**config.mk**
```make
export PLATFORM = sky130hd
export DESIGN_NAME = packet_header_and_payload_parser_unit
export DESIGN_NICKNAME = d
export VERILOG_FILES = /design/src/rtl/core/phpp_pkg.sv /design/src/rtl/core/packet_header_and_payload_parser_unit.sv /design/src/rtl/core/phpp_parse.sv
export SDC_FILE = /design/constraint.sdc
export NUM_CORES = 1
export LEC_CHECK = 0
export BUFFER_PORTS_ARGS = -buffer_cell sky130_fd_sc_hd__buf_2
export CORE_ASPECT_RATIO = 0.8
export CORE_MARGIN = 2
export CORE_UTILIZATION = 65
export CTS_CLUSTER_SIZE = 30
export DETAILED_ROUTE_END_ITERATION = 8
export GPL_TIMING_DRIVEN = 0
export PLACE_DENSITY = 0.88
export SLEW_MARGIN = 40
export SYNTH_ARGS = -nofsm -noshare
export SYNTH_HDL_FRONTEND = slang
export SYNTH_HIERARCHICAL = 1
export SYNTH_SLANG_ARGS = --single-unit
```
**constraint.sdc**
```tcl
create_clock -name clk -period 24.8 [get_ports clk]
set_clock_uncertainty 0.15 [all_clocks]
set_input_delay 4.96 -clock clk [delete_from_list [all_inputs] [get_ports clk]]
set_output_delay 4.96 -clock clk [all_outputs]
set_load 0.01 [all_outputs]
```
**src/rtl/core/phpp_pkg.sv**
```systemverilog
// ----------------------------------------------------------------------------
// phpp_pkg
// Shared types and constants of the packet header and payload parser.
// ----------------------------------------------------------------------------
`default_nettype none

package phpp_pkg;

  // result status codes
  localparam logic [1:0] ST_OK    = 2'd0;
  localparam logic [1:0] ST_SHORT = 2'd1;
  localparam logic [1:0] ST_LEN   = 2'd2;
  localparam logic [1:0] ST_TRUNC = 2'd3;

  // configuration register indexes
  localparam logic [1:0] REG_TARGET    = 2'd0;
  localparam logic [1:0] REG_CTRL_MASK = 2'd1;
  localparam logic [1:0] REG_TAG_MASK  = 2'd2;

  localparam logic [7:0] TARGET_RESET    = 8'd0;
  localparam logic [7:0] CTRL_MASK_RESET = 8'd8;
  localparam logic [7:0] TAG_MASK_RESET  = 8'd64;

  // fixed header size and the two optional field sizes
  localparam logic [4:0] FIXED_HDR_BYTES = 5'd16;
  localparam logic [4:0] CTRL_BYTES      = 5'd8;
  localparam logic [4:0] TAG_BYTES       = 5'd2;

  typedef struct packed {
    logic [7:0] target;
    logic [7:0] ctrl_mask;
    logic [7:0] tag_mask;
  } phpp_cfg_t;

  typedef struct packed {
    logic [1:0]  status;
    logic [31:0] client_session_id;
    logic [31:0] server_session_id;
    logic [7:0]  packet_kind;
    logic [7:0]  header_flags;
    logic [15:0] sequence_number;
    logic [63:0] controller_id;
    logic [15:0] header_tag;
    logic [4:0]  header_length;
    logic        payload_found;
    logic [15:0] payload_data_offset;
    logic [15:0] payload_data_length;
  } phpp_result_t;

endpackage

`default_nettype wire

```
**src/rtl/core/packet_header_and_payload_parser_unit.sv**
```systemverilog
// ----------------------------------------------------------------------------
// packet_header_and_payload_parser_unit
// Byte-stream packet parser: fixed header, optional id and tag, length
// check and payload chain search; one result word per packet.
// ----------------------------------------------------------------------------
//
//   channel  handshake            payload
//   -------  -------------------  ------------------------------------------
//   in       in_valid / in_stall  data_byte, last_byte
//   out      out_valid/out_stall  status and the eleven header/payload fields
//   cfg      cfg_valid/cfg_ready  cfg_index, cfg_data (ready is always high)
//
// One byte per cycle, sustained, while no last byte waits on a stalled
// result register. Each byte is held in the input register; the parser
// state updates as it leaves, and a last byte loads the result register,
// so a result passes through the input register and then the result one.
// Only a last byte waits on a stalled result register; other bytes flow on.
// Synchronous reset clears control and parser state; config regs reload.
// ----------------------------------------------------------------------------
`default_nettype none

module packet_header_and_payload_parser_unit
  import phpp_pkg::*;
(
  input  wire logic        clk,
  input  wire logic        rst,

  input  wire logic        in_valid,
  output logic             in_stall,
  input  wire logic [7:0]  data_byte,
  input  wire logic        last_byte,

  output logic             out_valid,
  input  wire logic        out_stall,
  output logic [1:0]       status,
  output logic [31:0]      client_session_id,
  output logic [31:0]      server_session_id,
  output logic [7:0]       packet_kind,
  output logic [7:0]       header_flags,
  output logic [15:0]      sequence_number,
  output logic [63:0]      controller_id,
  output logic [15:0]      header_tag,
  output logic [4:0]       header_length,
  output logic             payload_found,
  output logic [15:0]      payload_data_offset,
  output logic [15:0]      payload_data_length,

  input  wire logic        cfg_valid,
  output logic             cfg_ready,
  input  wire logic [1:0]  cfg_index,
  input  wire logic [7:0]  cfg_data
);

  phpp_cfg_t    cfg;
  phpp_result_t res, res_q;

  logic       s1_valid, s1_last, s1_adv, in_take, out_load, out_take;
  logic [7:0] s1_byte;

  assign cfg_ready = 1'b1;

  always_ff @(posedge clk) begin
    if (rst) begin
      cfg.target    <= TARGET_RESET;
      cfg.ctrl_mask <= CTRL_MASK_RESET;
      cfg.tag_mask  <= TAG_MASK_RESET;
    end else if (cfg_valid && cfg_ready) begin
      case (cfg_index)
        REG_TARGET:    cfg.target    <= cfg_data;
        REG_CTRL_MASK: cfg.ctrl_mask <= cfg_data;
        REG_TAG_MASK:  cfg.tag_mask  <= cfg_data;
        default: ;
      endcase
    end
  end

  // a last byte holds in the input register while a result is stuck
  assign s1_adv   = s1_valid && !(s1_last && out_valid && out_stall);
  assign in_stall = s1_valid && !s1_adv;
  assign in_take  = in_valid && !in_stall;
  assign out_take = out_valid && !out_stall;
  assign out_load = s1_adv && s1_last;

  always_ff @(posedge clk) begin
    if (rst) begin
      s1_valid <= 1'b0;
    end else if (in_take) begin
      s1_valid <= 1'b1;
    end else if (s1_adv) begin
      s1_valid <= 1'b0;
    end
  end

  always_ff @(posedge clk) begin
    if (in_take) begin
      s1_byte <= data_byte;
      s1_last <= last_byte;
    end
  end

  phpp_parse u_parse (
    .clk     (clk),
    .rst     (rst),
    .cfg     (cfg),
    .step    (s1_adv),
    .byte_in (s1_byte),
    .last_in (s1_last),
    .res     (res)
  );

  always_ff @(posedge clk) begin
    if (rst) begin
      out_valid <= 1'b0;
    end else if (out_load) begin
      out_valid <= 1'b1;
    end else if (out_take) begin
      out_valid <= 1'b0;
    end
  end

  always_ff @(posedge clk) begin
    if (out_load) begin
      res_q <= res;
    end
  end

  assign status              = res_q.status;
  assign client_session_id   = res_q.client_session_id;
  assign server_session_id   = res_q.server_session_id;
  assign packet_kind         = res_q.packet_kind;
  assign header_flags        = res_q.header_flags;
  assign sequence_number     = res_q.sequence_number;
  assign controller_id       = res_q.controller_id;
  assign header_tag          = res_q.header_tag;
  assign header_length       = res_q.header_length;
  assign payload_found       = res_q.payload_found;
  assign payload_data_offset = res_q.payload_data_offset;
  assign payload_data_length = res_q.payload_data_length;

  a_stall_only_on_last: assert property (@(posedge clk) disable iff (rst)
    in_stall |-> (s1_valid && s1_last && out_valid && out_stall))
    else $error("input stalled without a pending last byte");

  a_no_overwrite: assert property (@(posedge clk) disable iff (rst)
    out_load |-> !(out_valid && out_stall))
    else $error("result register overwritten while stalled");

  a_ok_has_length: assert property (@(posedge clk) disable iff (rst)
    (out_valid && status == ST_OK) |-> (header_length >= FIXED_HDR_BYTES))
    else $error("ok result without a header length");

  a_short_is_empty: assert property (@(posedge clk) disable iff (rst)
    (out_valid && status == ST_SHORT) |->
      (client_session_id == 32'd0 && header_length == 5'd0 && !payload_found))
    else $error("short header result carries fields");

  a_found_needs_ok: assert property (@(posedge clk) disable iff (rst)
    (out_valid && payload_found) |-> (status == ST_OK))
    else $error("payload reported on a failed packet");

endmodule

`default_nettype wire

```
**src/rtl/core/phpp_parse.sv**
```systemverilog
// ----------------------------------------------------------------------------
// phpp_parse
// Per-packet parser state: header unpack, optional fields, payload chain
// walk, and the result word built on the last byte.
// ----------------------------------------------------------------------------
`default_nettype none

module phpp_parse
  import phpp_pkg::*;
(
  input  wire logic         clk,
  input  wire logic         rst,
  input  wire phpp_cfg_t    cfg,
  input  wire logic         step,
  input  wire logic [7:0]   byte_in,
  input  wire logic         last_in,
  output phpp_result_t      res
);

  logic [16:0] byte_offset, byte_offset_next;
  logic [7:0]  len_hi, len_hi_next;
  logic [15:0] declared, declared_next;
  logic [15:0] pstart, pstart_next;
  logic [7:0]  cur_type, cur_type_next;
  logic        stopped, stopped_next;
  logic [31:0] client, client_next;
  logic [31:0] server, server_next;
  logic [7:0]  kind, kind_next;
  logic [7:0]  flags, flags_next;
  logic [15:0] seq, seq_next;
  logic [63:0] ctrl, ctrl_next;
  logic [15:0] tag, tag_next;
  logic        found, found_next;
  logic [15:0] foff, foff_next;
  logic [15:0] flen, flen_next;
  logic        has_ctrl, has_ctrl_next;
  logic        has_tag, has_tag_next;

  logic [4:0]  hlen_cur, hlen_next;
  logic [16:0] o, p17;
  logic [15:0] plen;

  assign hlen_cur = FIXED_HDR_BYTES + (has_ctrl ? CTRL_BYTES : 5'd0)
                    + (has_tag ? TAG_BYTES : 5'd0);
  assign hlen_next = FIXED_HDR_BYTES + (has_ctrl_next ? CTRL_BYTES : 5'd0)
                     + (has_tag_next ? TAG_BYTES : 5'd0);
  assign o    = byte_offset;
  assign p17  = {1'b0, pstart};
  assign plen = {len_hi, byte_in};

  always_comb begin
    len_hi_next   = len_hi;
    declared_next = declared;
    pstart_next   = pstart;
    cur_type_next = cur_type;
    stopped_next  = stopped;
    client_next   = client;
    server_next   = server;
    kind_next     = kind;
    flags_next    = flags;
    seq_next      = seq;
    ctrl_next     = ctrl;
    tag_next      = tag;
    found_next    = found;
    foff_next     = foff;
    flen_next     = flen;
    has_ctrl_next = has_ctrl;
    has_tag_next  = has_tag;

    if (o < 17'd16) begin
      if (o < 17'd4) begin
        client_next = {client[23:0], byte_in};
      end else if (o < 17'd8) begin
        server_next = {server[23:0], byte_in};
      end else if (o == 17'd8) begin
        kind_next = byte_in;
      end else if (o == 17'd11) begin
        flags_next    = byte_in;
        has_ctrl_next = |(byte_in & cfg.ctrl_mask);
        has_tag_next  = |(byte_in & cfg.tag_mask);
      end else if (o == 17'd12 || o == 17'd13) begin
        seq_next = {seq[7:0], byte_in};
      end else if (o == 17'd14 || o == 17'd15) begin
        declared_next = {declared[7:0], byte_in};
        if (o == 17'd15) begin
          pstart_next = {11'd0, hlen_cur};
        end
      end
    end else if (!o[16]) begin
      if (has_ctrl && o < 17'd24) begin
        ctrl_next = {ctrl[55:0], byte_in};
      end else if (has_tag && o < {12'd0, hlen_cur}) begin
        tag_next = {tag[7:0], byte_in};
      end
      // chain walk: type at +0, length high at +2, length low at +3
      if (o >= {12'd0, hlen_cur} && !stopped) begin
        if (o == p17) begin
          if (p17 + 17'd4 > {1'b0, declared}) begin
            stopped_next = 1'b1;
          end else begin
            cur_type_next = byte_in;
          end
        end else if (o == p17 + 17'd2) begin
          len_hi_next = byte_in;
        end else if (o == p17 + 17'd3) begin
          if (plen < 16'd4 || (declared >= pstart && plen > declared - pstart)) begin
            stopped_next = 1'b1;
          end else if (cur_type == cfg.target) begin
            found_next   = 1'b1;
            foff_next    = pstart + 16'd4;
            flen_next    = plen - 16'd4;
            stopped_next = 1'b1;
          end else begin
            pstart_next = pstart + plen;
          end
        end
      end
    end

    // count saturates at 65536
    byte_offset_next = o[16] ? o : o + 17'd1;
  end

  // result word from the post-update state
  always_comb begin
    logic [1:0] st;
    logic       ok;
    if (byte_offset_next < 17'd16) begin
      st = ST_SHORT;
    end else if ({1'b0, declared_next} != byte_offset_next) begin
      st = ST_LEN;
    end else if (byte_offset_next < {12'd0, hlen_next}) begin
      st = ST_TRUNC;
    end else begin
      st = ST_OK;
    end
    ok = (st == ST_OK);

    res.status              = st;
    res.client_session_id   = (st == ST_SHORT) ? 32'd0 : client_next;
    res.server_session_id   = (st == ST_SHORT) ? 32'd0 : server_next;
    res.packet_kind         = (st == ST_SHORT) ? 8'd0  : kind_next;
    res.header_flags        = (st == ST_SHORT) ? 8'd0  : flags_next;
    res.sequence_number     = (st == ST_SHORT) ? 16'd0 : seq_next;
    res.controller_id       = ok ? ctrl_next : 64'd0;
    res.header_tag          = ok ? tag_next  : 16'd0;
    res.header_length       = ok ? hlen_next : 5'd0;
    res.payload_found       = ok & found_next;
    res.payload_data_offset = ok ? foff_next : 16'd0;
    res.payload_data_length = ok ? flen_next : 16'd0;
  end

  always_ff @(posedge clk) begin
    if (rst || (step && last_in)) begin
      byte_offset <= '0;
      len_hi      <= '0;
      declared    <= '0;
      pstart      <= '0;
      cur_type    <= '0;
      stopped     <= 1'b0;
      client      <= '0;
      server      <= '0;
      kind        <= '0;
      flags       <= '0;
      seq         <= '0;
      ctrl        <= '0;
      tag         <= '0;
      found       <= 1'b0;
      foff        <= '0;
      flen        <= '0;
      has_ctrl    <= 1'b0;
      has_tag     <= 1'b0;
    end else if (step) begin
      byte_offset <= byte_offset_next;
      len_hi      <= len_hi_next;
      declared    <= declared_next;
      pstart      <= pstart_next;
      cur_type    <= cur_type_next;
      stopped     <= stopped_next;
      client      <= client_next;
      server      <= server_next;
      kind        <= kind_next;
      flags       <= flags_next;
      seq         <= seq_next;
      ctrl        <= ctrl_next;
      tag         <= tag_next;
      found       <= found_next;
      foff        <= foff_next;
      flen        <= flen_next;
      has_ctrl    <= has_ctrl_next;
      has_tag     <= has_tag_next;
    end
  end

endmodule

`default_nettype wire

```
==> results by group, run 1 <==
Logic synthesis
  – XOR/XNOR Fraction of Synth Area: 4.17%
  – Netlist cell types: 84
  – Post-synthesis mux area share: 3.76%
  – Synth Area in Adders: 3.83%
  – Ys async rst share: 0%
  – Main combinational cell family by area after synthesis: simple AND/OR/NAND/NOR gates
  – Number of synthesized flops with an enable pin: 225
  – Post-synthesis compound-gate area fraction: 13.2%
  – Sequential share of the synthesized area: 49.5%
  – Synth Area in Simple Gates: 21.1%
  – Ys flop type: dfxtp_1
  – Yosys Warn Count: 6
  – Largest area contributor in the netlist: edfxtp_1
  – Synth top area share: 26.1%
  – Synth Register Bits: 528
  – Mapped cell area: 0.0259 mm2
  – Mean area per synthesized cell: 8.96 um2
  – Gate count after technology mapping: 2891
  – Area contributors post-synth: edfxtp_1 26%, dfxtp_1 23%, nand2_1 11%

Floorplan
  – Die Height: 183 um
  – Initial Util: 65.8%
  – I/O Pins: 243
  – Die area: 0.0415 mm2
  – Area of the core: 0.0394 mm2
  – Row count: 65
  – Chip Width: 227 um

Finish
  – Area Growth Syn to Fin: 14.9%
  – Fillers: 2540
  – Finished Layout Cells: 3777
  – Multi-input gate area: 0.0120 mm2
  – Net count reported at finish: 3300
  – Share of cells above drive strength 1: 14.4%
  – FF+latch area: 0.0128 mm2

Timing
  – Fin Setup TNS: 0 ps
  – Slew Viols, Final: 0
  – Setup violations, final: 0
  – Final hold vios: 0
  – Period utilisation layout: 42.5%
  – Crit path time final: 10540 ps
  – Slew HR: 37.0%
  – Post-route setup slack: 14260 ps
  – Unrepaired setup endpoints after global routing: no
  – Actual slew at the worst max-slew pin: 938 ps
  – Fmax: 0.0949 GHz

Placed design
  – PortBufs: 241
  – Dpl ws: 14260 ps
  – Post-Place Cells: 3681
  – GP Congestion: 1.04
  – Post-DP HPWL: 63.3 mm

Routing
  – Final WL: 93.8 mm
  – Remaining DRCs: 64
  – Iter 0 DRT Violations: 4722
  – Number of detailed-route iterations in the first pass: 9
  – Vias per inst: 6.60
  – Wire length on met3: 13.8 mm
  – Routed Antenna Nets: 0
  – DR WL/cell: 24.8 um
  – Top layer in use: met4
  – Met2 WL: 39.4 mm
  – Met1 wire length: 34.3 mm
  – Routed via count: 24936

Min path
  – Hold Path Class: register to register

Clock tree
  – Clock Latency Late Sink: 610 ps
  – Post-CTS Hold Fix Bufs: 0
  – CTS H-tree lvls: 2
  – CTS tree: built
  – Post-CTS sizing: 0
  – Num CTS Buffers: 50
  – Post-CTS setup buffer count: 0
  – Clock Path Buffers: 3
  – Clock-pin slew on the worst setup and hold paths: 70 ps
  – Root buf cell: clkbuf_16
  – Sink Count: 528

Global routing
  – Largest net degree at the start of global routing: 22
  – GR Overflow Total: 0
  – Vias in the first global route: 23600
  – Initial antenna violation count: 2
  – First-pass GRT wire length: 138 mm
  – GRT Total Usage: 44.0%

Power and ir drop
  – PD cells: 60.6 mW/mm2
  – Peak supply drop: 62.8 uV
  – Leakage: 10.2 nW

Critical path
  – Crit path max fanout: 4
  – WP data required: 19690 ps
  – Data arrival, critical path: 5430 ps
  – Critical Path End Type: output port
  – Startpoint Class: input pin
  – Critical path type: input pin to output port

Outcome
  – Failing checks: design-rule violations
  – Outcome: finished with violations

Run
  – Max-cap viol count: 0
metal layers:
layer | up-vias | GRT usage, %
li1 | 10550 | -
met1 | 11522 | 58.2
met2 | 2283 | 64.8
met3 | 581 | 14.1
met4 | 0 | 21.9
met5 | - | 1.43
cell families after synthesis:
family | Yosys count
AND/OR/NAND/NOR | 1195
AO/OA/AOI/OAI | 602
flip-flops | 528
buffers and inverters | 269
XOR/XNOR | 120
multiplexers | 97
adder cells (fa/ha/maj) | 78
other | 2
cells in the mapped netlist, types with 8 or more instances:
library cell  instances
mux2i_1              95
and3_1                8
and2_1               12
xnor2_1              65
nand3_1              48
edfxtp_1            225
dfxtp_1             303
nor2_1              138
or3_1                24
ha_1                 76
buf_1                14
nor4_1               16
inv_1                58
or2_2                 8
clkbuf_1            157
a21oi_1             420
o21a_1               12
nand2b_1             39
xor2_1               53
nand2_1             749
buf_2                24
o21ai_0              43
nor3_1               36
nand4_1              29
a21o_1                9
nor2_4               37
a211oi_1             44
cell usage in the layout (no fill, tap or decap), types with 8 or more instances in the layout:
cell / netlist / routed
nand3_1: 48 / 48
xor2_1: 53 / 53
and2_1: 12 / 12
a21oi_1: 420 / 419
nor3_1: 36 / 34
clkbuf_2: 2 / 17
nand2_1: 749 / 749
nor2_4: 37 / 37
and3_1: 8 / 8
buf_8: 1 / 10
nand2b_1: 39 / 39
or3_1: 24 / 24
clkinv_2: 0 / 11
o21ai_0: 43 / 43
nor2_1: 138 / 138
or2_2: 8 / 8
inv_1: 58 / 58
dfxtp_1: 303 / 303
buf_1: 14 / 14
nor4_1: 16 / 14
a21o_1: 9 / 9
xnor2_1: 65 / 63
clkbuf_1: 157 / 150
mux2i_1: 95 / 95
nand4_1: 29 / 29
a211oi_1: 44 / 43
edfxtp_1: 225 / 225
clkbuf_16: 0 / 51
buf_2: 24 / 265
o21a_1: 12 / 12
ha_1: 76 / 76
worst max-delay path, cell delays in order:
cell     delay, ps
buf_2          140
nand4_1        140
inv_1           70
buf_2          120
power by group:
part           total, mW  switching [mW]  leakage, nW  internal, mW
combinational     0.0856          0.0620         4.76        0.0236
clock              0.795           0.369        0.810         0.427
sequential         0.921         0.00763         4.59         0.913
total               1.80           0.438         10.2          1.36
through the flow:
step	cell area, um2	hold WS (ps)	power (mW)	utilization, %
final	29700	308	1.80	75.6
after detailed placement	28000	293	1.02	71.2
after global routing	29700	329	1.83	75.6
after CTS	29700	304	1.79	75.4
after global placement	27800	287	1.02	70.6
after floorplan	25900	276	0.984	-
layout make-up:
class | instances | area share (%)
sequential | 528 | 43.1
inverter | 60 | 0.757
buffer | 209 | 3.12
antenna | 1 | 0.00841
clock buffer | 58 | 4.38
clock inverter | 36 | 1.22
tap | 536 | 2.25
multi-input combinational | 2095 | 40.3
timing repair buffer | 254 | 4.80
state kept, by name, indices dropped and copies added, names as in the netlist, 17 cells and up:
register	flops
u_parse/byte_offset	17
u_parse/ctrl	64
cfg	24
controller_id	64
u_parse/client	32
client_session_id	32
u_parse/server	32
server_session_id	32
path summary, 6_finish.rpt:
path,from,end,slack (ps),depth (start not counted)
worst max-delay path,out_stall,in_stall,14260,4
worst min-delay path,u_parse/client[25],u_parse/client[25],310,2
worst max register to register,u_parse/pstart[1],u_parse/pstart[8],17760,24
worst min register to register,u_parse/client[25],u_parse/client[25],310,2
(Power assumes the default switching activity.)
==> run 2: changes to the inputs <==
CORE_UTILIZATION = 60   (was 65)
PLACE_DENSITY = 0.83   (was 0.88)
clock period = 10.68 ns   (was 24.8 ns; I/O delays follow)
==> results by group, run 2 (synthesized netlist as in run 1, its figures left out) <==
Clock tree
  – CTS H-tree lvls: 2
  – Num CTS Buffers: 50
  – Sink Count: 528
  – Root buf cell: clkbuf_16
  – Post-CTS sizing: 0
  – Clock Latency Late Sink: 610 ps
  – CTS tree: built
  – Clock-pin slew on the worst setup and hold paths: 60 ps
  – Post-CTS setup buffer count: 0
  – Clock Path Buffers: 3
  – Post-CTS Hold Fix Bufs: 0

Min path
  – Hold path endpoint: u_parse/flen[9]
  – Hold Path Class: register to register
  – Hold Path Depth: 2
  – Hold_sp: u_parse/flen[9]

Critical path
  – Crit path max fanout: 10
  – WP data required: 11060 ps
  – Reg2Reg Setup Slack: 3820 ps
  – Reg2Reg Depth: 22
  – Reg2reg end: u_parse/pstart[6]
  – Worst r2r src: u_parse/pstart[1]
  – Critical Path End Type: register
  – Critical path type: register to register
  – Data arrival, critical path: 7240 ps
  – Startpoint Class: register

Global routing
  – M2 GR Usage: 54.6%
  – First-pass GRT wire length: 126 mm
  – GRT Total Usage: 36.6%
  – Met3 Use GR: 9.23%
  – Largest net degree at the start of global routing: 22
  – Vias in the first global route: 21688
  – Initial antenna violation count: 1
  – GR Util met1: 51.8%
  – GR Overflow Total: 0
  – Global route hottest layer: met2

Routing
  – Vias per inst: 6.15
  – DR WL/cell: 22.0 um
  – Number of detailed-route iterations in the first pass: 6
  – Routed via count: 23362
  – Final WL: 83.7 mm
  – Remaining DRCs: 0
  – Iter 0 DRT Violations: 3061
  – Routed Antenna Nets: 0

Outcome
  – Outcome: completed

Finish
  – Share of cells above drive strength 1: 14.0%
  – Area Growth Syn to Fin: 15.1%
  – Diode count: 0
  – Net count reported at finish: 3301
  – Core Util, Final: 69.5%
  – Commonest non-fill, non-tap cells in the layout: 749 x nand2_1, 419 x a21oi_1, 303 x dfxtp_1
  – Commonest non-fill, non-tap cell in the layout: nand2_1

Timing
  – Crit path time final: 6860 ps
  – Actual slew at the worst max-slew pin: 993 ps
  – Final hold vios: 0
  – Slew HR: 33.4%
  – Slew Viols, Final: 0
  – Fin Setup TNS: 0 ps
  – Setup violations, final: 0
  – Period utilisation layout: 64.2%
  – Unrepaired setup endpoints after global routing: no
  – Fmax: 0.146 GHz

Run
  – Max-cap viol count: 0

Floorplan
  – I/O Pins: 243
  – Die area: 0.0448 mm2
  – Die Height: 190 um
  – Area of the core: 0.0429 mm2
  – Row count: 68
  – Initial Util: 60.4%
  – Chip Width: 236 um

Placed design
  – Post-DP HPWL: 60.6 mm
  – PortBufs: 241
  – GP Congestion: 1.06

Power and ir drop
  – Peak supply drop: 162 uV
  – Leakage: 10.1 nW
  – PD cells: 141 mW/mm2
run 2: power breakdown:
part	total [mW]	internal, mW	leakage [nW]	switching (mW)
Sequential	2.14	2.12	4.58	0.0158
Combinational	0.189	0.0537	4.72	0.135
Clock	1.88	1.07	0.834	0.809
Total	4.21	3.25	10.1	0.960
run 2: stage by stage:
stage	setup slack [ps]	power [mW]	cells	hold slack, ps	instance area, um2
after detailed placement	4130	2.36	3707	294	28100
after global routing	3520	4.30	3801	321	29800
final	3820	4.21	3801	301	29800
after floorplan	2050	2.28	2892	276	25900
after CTS	4080	4.21	3801	301	29800
after global placement	58.5	2.36	3693	287	27800
run 2: final cells by class:
type / instances / area, um2
fillers: 3206 / 13100
inverters: 60 / 225
clock inverters: 30 / 339
flip-flops and latches: 528 / 12800
plain buffers: 209 / 922
clock buffers: 64 / 1390
well taps: 560 / 701
repair buffers: 255 / 1420
multi-input cells: 2095 / 12000
run 2: worst max-delay path: stages (launching register included):
cell	delay, ps
dfxtp_1	530
clkbuf_1	640
inv_1	380
ha_1	290
inv_1	60
a21oi_1	70
o21ai_0	320
a21o_1	180
a21boi_0	110
o21a_1	240
o21ai_0	240
a31oi_1	140
xnor2_1	160
ha_1	300
nand4_1	120
nor2_1	200
o31ai_1	120
a221oi_1	650
a211oi_1	390
o2111ai_1	730
clkbuf_1	420
nand3_1	180
a21oi_1	150
run 2: worst max path at each step:
stage,startpoint,end,slack [ps]
after floorplan,out_stall,client_session_id[0],2050
after global placement,out_stall,client_session_id[13],60
after detailed placement,u_parse/pstart[1],u_parse/pstart[6],4130
after CTS,u_parse/pstart[1],u_parse/pstart[6],4080
after global routing,u_parse/pstart[1],u_parse/pstart[6],3520
final,u_parse/pstart[1],u_parse/pstart[6],3820
run 2: routing by layer:
| layer | up-vias | part of all wire [%] |
|---|---|---|
| met5 | - | 0.016 |
| met4 | 2 | 3.5 |
| met3 | 202 | 13 |
| met2 | 1503 | 43 |
| met1 | 11115 | 41 |
| li1 | 10540 | - |
